`config.mk`:
```
export PLATFORM = sky130hd
export DESIGN_NAME = mld_report_parser
export DESIGN_NICKNAME = d
export VERILOG_FILES = /design/src/mld_pkg.sv /design/src/mld_report_parser.sv /design/src/mld_parser.sv
export SDC_FILE = /design/constraint.sdc
export NUM_CORES = 1
export LEC_CHECK = 0
export ABC_AREA = 0
export BUFFER_PORTS_ARGS = -buffer_cell sky130_fd_sc_hd__buf_2
export CELL_PAD_IN_SITES_DETAIL_PLACEMENT = 0
export CELL_PAD_IN_SITES_GLOBAL_PLACEMENT = 1
export CORE_UTILIZATION = 35
export CTS_CLUSTER_SIZE = 28
export DETAILED_ROUTE_END_ITERATION = 12
export MAX_ROUTING_LAYER = met4
export PLACE_DENSITY = 0.69
export SLEW_MARGIN = 0
export SYNTH_ARGS = -nofsm -noshare
export SYNTH_HDL_FRONTEND = slang
export SYNTH_SLANG_ARGS = --single-unit
```
`constraint.sdc`:
```
create_clock -name clk -period 9.9 [get_ports clk]
set_input_delay 0.99 -clock clk [delete_from_list [all_inputs] [get_ports clk]]
set_output_delay 0.99 -clock clk [all_outputs]
set_load 0.05 [all_outputs]
```
`src/mld_pkg.sv`:
```
// Shared types and constants for the MLD listener report parser.
`timescale 1ns / 1ps

package mld_pkg;

    localparam int unsigned BYTE_W      = 8;
    localparam int unsigned PORT_W      = 4;
    localparam int unsigned ADDR_W      = 128;
    localparam int unsigned POS_W       = 4;
    localparam int unsigned COUNT_W     = 16;
    localparam int unsigned AUX_W       = 10;
    localparam int unsigned OUT_TDATA_W = 264;
    localparam int unsigned OUT_TUSER_W = 2;
    localparam int unsigned CFG_IDX_W   = 2;

    localparam logic [CFG_IDX_W-1:0] CFG_PORT_TAG_BYTE   = 2'd0;
    localparam logic [CFG_IDX_W-1:0] CFG_PORT_TAG_NIBBLE = 2'd1;

    localparam logic [BYTE_W-1:0] TAG_BYTE_RESET   = 8'h7d;
    localparam logic [PORT_W-1:0] TAG_NIBBLE_RESET = 4'h5;

    localparam logic [BYTE_W-1:0] TYPE_V1_REPORT = 8'd131;
    localparam logic [BYTE_W-1:0] TYPE_V1_DONE   = 8'd132;
    localparam logic [BYTE_W-1:0] TYPE_V2_REPORT = 8'd143;

    localparam logic [BYTE_W-1:0] REC_IS_INCLUDE = 8'd1;
    localparam logic [BYTE_W-1:0] REC_IS_EXCLUDE = 8'd2;
    localparam logic [BYTE_W-1:0] REC_TO_INCLUDE = 8'd3;
    localparam logic [BYTE_W-1:0] REC_TO_EXCLUDE = 8'd4;

    localparam logic [POS_W-1:0] POS_CSUM_LOW  = 4'd3;
    localparam logic [POS_W-1:0] POS_HDR_LAST  = 4'd7;
    localparam logic [POS_W-1:0] POS_REC_TYPE  = 4'd0;
    localparam logic [POS_W-1:0] POS_REC_AUX   = 4'd1;
    localparam logic [POS_W-1:0] POS_REC_NSRCH = 4'd2;
    localparam logic [POS_W-1:0] POS_ADDR_LAST = 4'd15;

    typedef enum logic [1:0] {
        KIND_NONE     = 2'd0,
        KIND_V1_JOIN  = 2'd1,
        KIND_V1_LEAVE = 2'd2,
        KIND_V2       = 2'd3
    } kind_t;

    typedef enum logic [5:0] {
        PH_IDLE   = 6'b000001,
        PH_HEADER = 6'b000010,
        PH_RECHDR = 6'b000100,
        PH_GROUP  = 6'b001000,
        PH_SOURCE = 6'b010000,
        PH_AUX    = 6'b100000
    } phase_t;

    typedef struct packed {
        logic              valid;
        logic              action;
        logic              from_version_one;
        logic [PORT_W-1:0] port;
        logic [ADDR_W-1:0] group;
        logic [ADDR_W-1:0] source;
    } event_t;

endpackage

```
`src/mld_report_parser.sv`:
```
// Top level of the MLD listener report parser: stream ports, config and registers.
//
//  channel  dir  handshake              payload
//  s_*      in   s_tvalid / s_tready    tdata: data_byte; tuser: start_of_message
//  m_*      out  m_tvalid / m_tready    tdata: port, group, source; tuser: action, v1 flag
//  cfg_*    in   cfg_valid / cfg_ready  cfg_index, cfg_data
//
//  One byte per cycle while m_* is not stalled; an accepted byte is held in the input register
//  and its event, if any, is registered for m_* when the parser steps on that byte.
//  The parser step per byte is a single pass through the state update logic.
//  A stalled result holds the parser; the input register still takes one byte if it is empty.
//  rst_n clears the parser to idle and the tag registers to their defaults.
`timescale 1ns / 1ps

module mld_report_parser
(
    input  logic                                clk,
    input  logic                                rst_n,
    input  logic                                s_tvalid,
    output logic                                s_tready,
    input  logic [mld_pkg::BYTE_W-1:0]          s_tdata,  // [7:0] data_byte
    input  logic                                s_tuser,  // [0] start_of_message
    output logic                                m_tvalid,
    input  logic                                m_tready,
    output logic [mld_pkg::OUT_TDATA_W-1:0]     m_tdata,  // [3:0] port, [67:4] group_high,
                                                          // [131:68] group_low,
                                                          // [195:132] source_high,
                                                          // [259:196] source_low, rest 0
    output logic [mld_pkg::OUT_TUSER_W-1:0]     m_tuser,  // [0] action, [1] from_version_one
    input  logic                                cfg_valid,
    output logic                                cfg_ready,
    input  logic [mld_pkg::CFG_IDX_W-1:0]       cfg_index,
    input  logic [mld_pkg::BYTE_W-1:0]          cfg_data
);

    logic                         in_valid_reg, in_valid_next;
    logic [mld_pkg::BYTE_W-1:0]   in_byte_reg;
    logic                         in_start_reg;
    logic                         out_valid_reg, out_valid_next;
    mld_pkg::event_t              out_evt_reg;
    mld_pkg::event_t              evt;
    logic [mld_pkg::BYTE_W-1:0]   tag_byte_reg;
    logic [mld_pkg::PORT_W-1:0]   tag_nibble_reg;
    logic                         stall;
    logic                         step;
    logic                         s_fire;

    assign stall     = out_valid_reg && !m_tready;
    assign step      = in_valid_reg && !stall;
    assign s_tready  = !in_valid_reg || !stall;
    assign s_fire    = s_tvalid && s_tready;
    assign cfg_ready = 1'b1;

    assign in_valid_next  = s_fire ? 1'b1 : (step ? 1'b0 : in_valid_reg);
    assign out_valid_next = step ? evt.valid : (m_tready ? 1'b0 : out_valid_reg);

    mld_parser u_parser
    (
        .clk              (clk),
        .rst_n            (rst_n),
        .step             (step),
        .data_byte        (in_byte_reg),
        .start_of_message (in_start_reg),
        .port_tag_byte    (tag_byte_reg),
        .port_tag_nibble  (tag_nibble_reg),
        .evt              (evt)
    );

    always_ff @(posedge clk or negedge rst_n)
    begin
        if (!rst_n)
        begin
            in_valid_reg   <= 1'b0;
            out_valid_reg  <= 1'b0;
            tag_byte_reg   <= mld_pkg::TAG_BYTE_RESET;
            tag_nibble_reg <= mld_pkg::TAG_NIBBLE_RESET;
        end
        else
        begin
            in_valid_reg  <= in_valid_next;
            out_valid_reg <= out_valid_next;
            if (cfg_valid)
            begin
                case (cfg_index)
                    mld_pkg::CFG_PORT_TAG_BYTE:   tag_byte_reg   <= cfg_data;
                    mld_pkg::CFG_PORT_TAG_NIBBLE: tag_nibble_reg <= cfg_data[3:0];
                    default:                      tag_byte_reg   <= tag_byte_reg;
                endcase
            end
        end
    end

    always_ff @(posedge clk)
    begin
        if (s_fire)
        begin
            in_byte_reg  <= s_tdata;
            in_start_reg <= s_tuser;
        end
        if (step)
        begin
            out_evt_reg <= evt;
        end
    end

    assign m_tvalid = out_valid_reg;
    assign m_tdata  = {4'h0,
                       out_evt_reg.source[63:0],
                       out_evt_reg.source[127:64],
                       out_evt_reg.group[63:0],
                       out_evt_reg.group[127:64],
                       out_evt_reg.port};
    assign m_tuser  = {out_evt_reg.from_version_one, out_evt_reg.action};

    a_hold_input_on_stall: assert property (@(posedge clk) disable iff (!rst_n)
        in_valid_reg && stall |-> !s_tready)
        else $error("input taken while parser held");

    a_result_from_step: assert property (@(posedge clk) disable iff (!rst_n)
        $rose(m_tvalid) |-> $past(step))
        else $error("result appeared without a parser step");

    a_v1_no_source: assert property (@(posedge clk) disable iff (!rst_n)
        m_tvalid && m_tuser[1] |-> m_tdata[259:132] == '0)
        else $error("version one event carries a source");

    a_step_needs_room: assert property (@(posedge clk) disable iff (!rst_n)
        step |-> !out_valid_reg || m_tready)
        else $error("parser advanced over a waiting result");

endmodule

```
`src/mld_parser.sv`:
```
// Byte-serial MLD message parser: state update and event decode for one byte.
`timescale 1ns / 1ps

module mld_parser
(
    input  logic                       clk,
    input  logic                       rst_n,
    input  logic                       step,
    input  logic [mld_pkg::BYTE_W-1:0] data_byte,
    input  logic                       start_of_message,
    input  logic [mld_pkg::BYTE_W-1:0] port_tag_byte,
    input  logic [mld_pkg::PORT_W-1:0] port_tag_nibble,
    output mld_pkg::event_t            evt
);

    mld_pkg::phase_t              phase_reg, phase_next;
    logic [mld_pkg::POS_W-1:0]    pos_reg, pos_next;
    mld_pkg::kind_t               kind_reg, kind_next;
    logic [mld_pkg::PORT_W-1:0]   tagged_port_reg, tagged_port_next;
    logic [mld_pkg::COUNT_W-1:0]  records_left_reg, records_left_next;
    logic [mld_pkg::COUNT_W-1:0]  sources_left_reg, sources_left_next;
    logic [mld_pkg::AUX_W-1:0]    aux_left_reg, aux_left_next;
    logic [mld_pkg::BYTE_W-1:0]   record_type_reg, record_type_next;
    logic [mld_pkg::ADDR_W-1:0]   group_reg, group_next;
    logic [mld_pkg::ADDR_W-1:0]   source_reg, source_next;

    logic [mld_pkg::ADDR_W-1:0]   group_shifted;
    logic [mld_pkg::ADDR_W-1:0]   source_shifted;
    logic [mld_pkg::COUNT_W-1:0]  word16;
    logic [mld_pkg::COUNT_W-1:0]  records_dec;
    logic [mld_pkg::COUNT_W-1:0]  sources_dec;
    logic [mld_pkg::AUX_W-1:0]    aux_dec;
    logic                         rec_known;
    logic                         rec_leave;

    assign group_shifted  = {group_reg[mld_pkg::ADDR_W-9:0], data_byte};
    assign source_shifted = {source_reg[mld_pkg::ADDR_W-9:0], data_byte};
    assign word16         = {source_reg[7:0], data_byte};
    assign records_dec    = records_left_reg - 16'd1;
    assign sources_dec    = sources_left_reg - 16'd1;
    assign aux_dec        = aux_left_reg - 10'd1;

    assign rec_leave = (record_type_reg == mld_pkg::REC_IS_INCLUDE)
                    || (record_type_reg == mld_pkg::REC_TO_INCLUDE);
    assign rec_known = rec_leave
                    || (record_type_reg == mld_pkg::REC_IS_EXCLUDE)
                    || (record_type_reg == mld_pkg::REC_TO_EXCLUDE);

    always_comb
    begin
        phase_next        = phase_reg;
        pos_next          = pos_reg;
        kind_next         = kind_reg;
        tagged_port_next  = tagged_port_reg;
        records_left_next = records_left_reg;
        sources_left_next = sources_left_reg;
        aux_left_next     = aux_left_reg;
        record_type_next  = record_type_reg;
        group_next        = group_reg;
        source_next       = source_reg;

        evt.valid            = 1'b0;
        evt.action           = rec_leave;
        evt.from_version_one = 1'b0;
        evt.port             = tagged_port_reg;
        evt.group            = group_reg;
        evt.source           = '0;

        if (start_of_message)
        begin
            case (data_byte)
                mld_pkg::TYPE_V1_REPORT: kind_next = mld_pkg::KIND_V1_JOIN;
                mld_pkg::TYPE_V1_DONE:   kind_next = mld_pkg::KIND_V1_LEAVE;
                mld_pkg::TYPE_V2_REPORT: kind_next = mld_pkg::KIND_V2;
                default:                 kind_next = mld_pkg::KIND_NONE;
            endcase
            phase_next        = (kind_next == mld_pkg::KIND_NONE) ? mld_pkg::PH_IDLE
                                                                   : mld_pkg::PH_HEADER;
            pos_next          = 4'd1;
            tagged_port_next  = '0;
            records_left_next = '0;
            sources_left_next = '0;
            aux_left_next     = '0;
            record_type_next  = '0;
        end
        else
        begin
            case (phase_reg)
                mld_pkg::PH_HEADER:
                begin
                    source_next = source_shifted;
                    if (pos_reg == mld_pkg::POS_CSUM_LOW
                        && word16[15:8] == port_tag_byte
                        && word16[7:4] == port_tag_nibble)
                    begin
                        tagged_port_next = word16[3:0];
                    end
                    if (pos_reg == mld_pkg::POS_HDR_LAST)
                    begin
                        pos_next = '0;
                        if (kind_reg == mld_pkg::KIND_V2)
                        begin
                            records_left_next = word16;
                            phase_next = (word16 == '0) ? mld_pkg::PH_IDLE
                                                        : mld_pkg::PH_RECHDR;
                        end
                        else
                        begin
                            phase_next = mld_pkg::PH_GROUP;
                        end
                    end
                    else
                    begin
                        pos_next = pos_reg + 4'd1;
                    end
                end
                mld_pkg::PH_RECHDR:
                begin
                    pos_next = pos_reg + 4'd1;
                    case (pos_reg)
                        mld_pkg::POS_REC_TYPE:  record_type_next = data_byte;
                        mld_pkg::POS_REC_AUX:   aux_left_next = {data_byte, 2'b00};
                        mld_pkg::POS_REC_NSRCH: sources_left_next = {data_byte, 8'h00};
                        default:
                        begin
                            sources_left_next = {sources_left_reg[15:8], data_byte};
                            phase_next        = mld_pkg::PH_GROUP;
                            pos_next          = '0;
                        end
                    endcase
                end
                mld_pkg::PH_GROUP:
                begin
                    group_next = group_shifted;
                    evt.group  = group_shifted;
                    if (pos_reg == mld_pkg::POS_ADDR_LAST)
                    begin
                        pos_next = '0;
                        if (kind_reg != mld_pkg::KIND_V2)
                        begin
                            evt.valid            = 1'b1;
                            evt.action           = (kind_reg == mld_pkg::KIND_V1_LEAVE);
                            evt.from_version_one = 1'b1;
                            phase_next           = mld_pkg::PH_IDLE;
                        end
                        else if (sources_left_reg == '0)
                        begin
                            evt.valid = rec_known;
                            if (aux_left_reg != '0)
                            begin
                                phase_next = mld_pkg::PH_AUX;
                            end
                            else
                            begin
                                records_left_next = records_dec;
                                phase_next = (records_dec == '0) ? mld_pkg::PH_IDLE
                                                                 : mld_pkg::PH_RECHDR;
                            end
                        end
                        else
                        begin
                            phase_next = mld_pkg::PH_SOURCE;
                        end
                    end
                    else
                    begin
                        pos_next = pos_reg + 4'd1;
                    end
                end
                mld_pkg::PH_SOURCE:
                begin
                    source_next = source_shifted;
                    if (pos_reg == mld_pkg::POS_ADDR_LAST)
                    begin
                        pos_next          = '0;
                        evt.valid         = rec_known;
                        evt.source        = source_shifted;
                        sources_left_next = sources_dec;
                        if (sources_dec == '0)
                        begin
                            if (aux_left_reg != '0)
                            begin
                                phase_next = mld_pkg::PH_AUX;
                            end
                            else
                            begin
                                records_left_next = records_dec;
                                phase_next = (records_dec == '0) ? mld_pkg::PH_IDLE
                                                                 : mld_pkg::PH_RECHDR;
                            end
                        end
                    end
                    else
                    begin
                        pos_next = pos_reg + 4'd1;
                    end
                end
                mld_pkg::PH_AUX:
                begin
                    aux_left_next = aux_dec;
                    if (aux_dec == '0)
                    begin
                        pos_next          = '0;
                        records_left_next = records_dec;
                        phase_next = (records_dec == '0) ? mld_pkg::PH_IDLE
                                                         : mld_pkg::PH_RECHDR;
                    end
                end
                default:
                begin
                    phase_next = phase_reg;
                end
            endcase
        end

        if (!step)
        begin
            evt.valid = 1'b0;
        end
    end

    always_ff @(posedge clk or negedge rst_n)
    begin
        if (!rst_n)
        begin
            phase_reg        <= mld_pkg::PH_IDLE;
            pos_reg          <= '0;
            kind_reg         <= mld_pkg::KIND_NONE;
            tagged_port_reg  <= '0;
            records_left_reg <= '0;
            sources_left_reg <= '0;
            aux_left_reg     <= '0;
            record_type_reg  <= '0;
        end
        else if (step)
        begin
            phase_reg        <= phase_next;
            pos_reg          <= pos_next;
            kind_reg         <= kind_next;
            tagged_port_reg  <= tagged_port_next;
            records_left_reg <= records_left_next;
            sources_left_reg <= sources_left_next;
            aux_left_reg     <= aux_left_next;
            record_type_reg  <= record_type_next;
        end
    end

    always_ff @(posedge clk)
    begin
        if (step)
        begin
            group_reg  <= group_next;
            source_reg <= source_next;
        end
    end

endmodule
```
==> impl_metrics.py <==
metrics = {
    "worst_setup_path": {
        "crit_chain": "nor4_1 > nand2_1 > a211oi_4 > buf_4 > buf_4",
        "slowest_delay_ns": 0.88,
        "crit_required_ns": 10.10,
        "crit_top_cell": "buf_4",
        "setup.worst_path.end_class": "flip-flop",
        "cp_data_arrival_time_ns": 4.48,
        "critPathMaxFanout": 82,
        "cpMaxStageDelayCell": "buf_4",
        "cp_top_family": "simple AND/OR/NAND/NOR gates",
        "path_buf_inv": 2,
        "critPathLaunchType": "flip-flop",
        "critPathKind": "flip-flop to flip-flop",
    },
    "drt": {
        "wl_per_cell_um": 18.22,
        "vias": 15388,
        "drt_iter0_drc": 1236,
        "via_per_inst": 4.891,
        "drt_wl_total_um": 57320,
        "firstDrtPassIters": 5,
        "drc_errors": 0,
        "ant_nets": 0,
    },
    "power_and_ir_drop": {
        "pwr-share-clk": 0.341,
        "power.density_nw_per_um2": 256.0,
        "p_int_mw": 5.259,
        "power.share.sequential": 0.435,
        "leakage_nw": 11.63,
        "pwr-share-comb": 0.224,
        "swShare": 0.3105,
        "max-vdd-ir-drop_v": 0.0001312,
        "p_sw_mw": 2.368,
    },
    "sta": {
        "setup_viol": 0,
        "rsz0062_at_grt": "false",
        "relSlewSlack": 0.2316,
        "finalMaxSlewViolations": 0,
        "hold_viol": 0,
        "tightest_slew_ns": 1.150,
        "post-route-period-util": 0.4323,
        "fin_skew_ns": 0.02204,
        "setup_slack_ns": 5.620,
        "max_freq_mhz": 233.7,
        "min_period_ns": 4.280,
        "setup_tns_ns": 0,
    },
    "floorplanning": {
        "core_area_um2": 70510,
        "initial_utilization": 0.3565,
        "rows": 97,
        "die_width_um": 270.0,
        "num_io_pins": 293,
        "fp.dieH_um": 270.0,
        "dieArea_um2": 72890,
    },
    "final_layout": {
        "diodes": 0,
        "multi_input_area_um2": 7048,
        "layout.nets": 2188,
        "mostFrequentLayoutCells": "edfxtp_1, nand2_1, buf_2",
        "syn_to_final_growth_pct": 18.53,
        "drive_above_1_share": 0.2629,
        "largest_reg_flops": 260,
        "seq_area_um2": 17600,
        "n_fill_cell": 6481,
        "mostFrequentLayoutCell": "edfxtp_1",
        "final_cells": 3146,
    },
    "synth": {
        "seq_area_frac_synth": 0.7001,
        "synthArstFlopShare": 0.1336,
        "synth_top_flop_cell": "edfxtp_1",
        "synth_edf_count": 519,
        "syn_area_um2": 25140,
        "syn_inst": 1892,
        "synth.avg_cell_area_um2": 13.29,
        "synth_seq_cells": 599,
        "yosysUniqueCellTypes": 73,
        "yosys_warnings": 0,
    },
    "global_route": {
        "grt_usage": 0.1598,
        "gr-total-overflow": 0,
        "grt_max_degree": 129,
        "grt_pass1_wl_um": 88900,
        "antenna_found_initial": 0,
        "grt_pass1_vias": 15108,
    },
    "outcome": {
        "status": "completed",
    },
    "clocking": {
        "clkTransAtPathRegs_ns": 0.06,
        "hold_buffers": 0,
        "clk_latency_ns": 0.61,
        "post_cts_buffers": 0,
        "htreeDepth": 3,
        "cts_tree": "done",
        "cts.sinks": 599,
        "postCtsResizedCells": 0,
        "cts_buffers": 67,
        "clk_path_buf_depth": 3,
        "cts-root-buf": "clkbuf_16",
    },
    "placement": {
        "hpwl_um": 36100,
        "port_buffers": 287,
        "numPlacedInstances": 3024,
        "dp_slack_ns": 5.668,
        "place_congestion": 0.8269,
    },
    "flow_run": {
        "drv_cap": 0,
    },
    "worst_hold_path": {
        "hold_class": "flip-flop to flip-flop",
    },
}
cell families (layout without fill, tap and decap cells):
family,count (synthesis),count (layout),synth area share
simple gates,776,776,0.1459
flops,599,599,0.7001
compound gates,199,199,0.05122
mux,151,151,0.06730
buf+inv,132,443,0.02205
xor+xnor,22,22,0.007665
fa+ha+maj,11,11,0.005475
other cells,2,5,0.0002988
synthesized netlist by cell type, drive strengths merged (3+ instances only):
cell	instances	area, um^2
edfxtp	519	15580
nand2	428	1607
mux2	144	1622
and2	136	850.8
clkbuf	100	375.4
dfrtp	71	1777
o21ai	68	340.3
nor2	64	240.2
a21oi	33	165.2
nor3	32	160.2
nor4	24	186.4
nand3	23	115.1
buf	17	122.6
xor2	16	140.1
inv	15	56.30
nand2b	14	87.58
o31ai	14	105.1
o2bb2ai	13	113.9
a22o	12	106.4
a31oi	11	68.82
ha	11	137.6
dfstp	9	236.5
a22oi	8	60.06
or3	8	56.31
or4	8	63.81
and3	7	43.79
mux2i	7	70.07
nand3b	7	52.55
nor4b	7	61.31
o211ai	7	52.55
o22ai	6	37.54
xnor2	6	52.55
nor3b	5	37.54
nand4	4	25.02
or4b	3	33.78
cell type report:
cell class	instances	share of cell area
clock inverters	42	0.01982
multi-input cells	1164	0.2366
inverters	15	0.002142
flip-flops and latches	599	0.5907
repair buffers	306	0.05308
clock buffers	80	0.05825
well taps	940	0.03948
worst reg2reg max path: stages (launching register included):
cell,delay [ns]
dfrtp_1,0.49
nor4_1,0.61
nand2_1,0.81
a211oi_4,0.46
buf_4,0.48
buf_4,0.91
stage by stage:
stage / utilization / instance area (um^2) / hold slack, ns / total power, mW
4_1_cts: 0.4225 / 29790 / 0.4249 / 7.717
6_report: 0.4225 / 29790 / 0.4272 / 7.627
3_3_place_gp: 0.3895 / 27470 / 0.4203 / 5.058
3_5_place_dp: 0.3895 / 27470 / 0.4247 / 5.092
5_1_grt: 0.4225 / 29790 / 0.4429 / 7.978
2_1_floorplan: - / 25150 / 0.4174 / 4.674
metal layers:
metal	vias up	part of all wire	global-route usage
met4	0	0.027	0.05757
met5	-	0	-
met1	7546	0.44	0.2050
met2	404	0.48	0.2526
met3	98	0.051	0.02996
li1	7340	-	-
final timing paths:
kind                            slack, ns                   start                            end  cells past startpoint
worst max-delay path                 5.62   u_parser.phase_reg[3]       u_parser.source_reg[116]                      5
worst min-delay path                 0.43  u_parser.source_reg[9]        u_parser.source_reg[17]                      0
worst max register to register       5.62   u_parser.phase_reg[3]       u_parser.source_reg[116]                      5
worst min register to register       0.43  u_parser.source_reg[9]        u_parser.source_reg[17]                      0
max in group asynchronous            8.58                   rst_n  u_parser.records_left_reg[12]                      1
min in group asynchronous            0.60                   rst_n   u_parser.sources_left_reg[8]                      1
power by group through the flow:
stage | Clock (mW) | Sequential, mW | Combinational, mW
final | 2.60 | 3.32 | 1.71
after global routing | 2.77 | 3.35 | 1.85
after CTS | 2.67 | 3.32 | 1.72
after detailed placement | 0 | 3.37 | 1.72
after global placement | 0 | 3.36 | 1.70
after floorplan | 0 | 3.70 | 0.975
No activity file was read; power rests on OpenSTA's default activity.
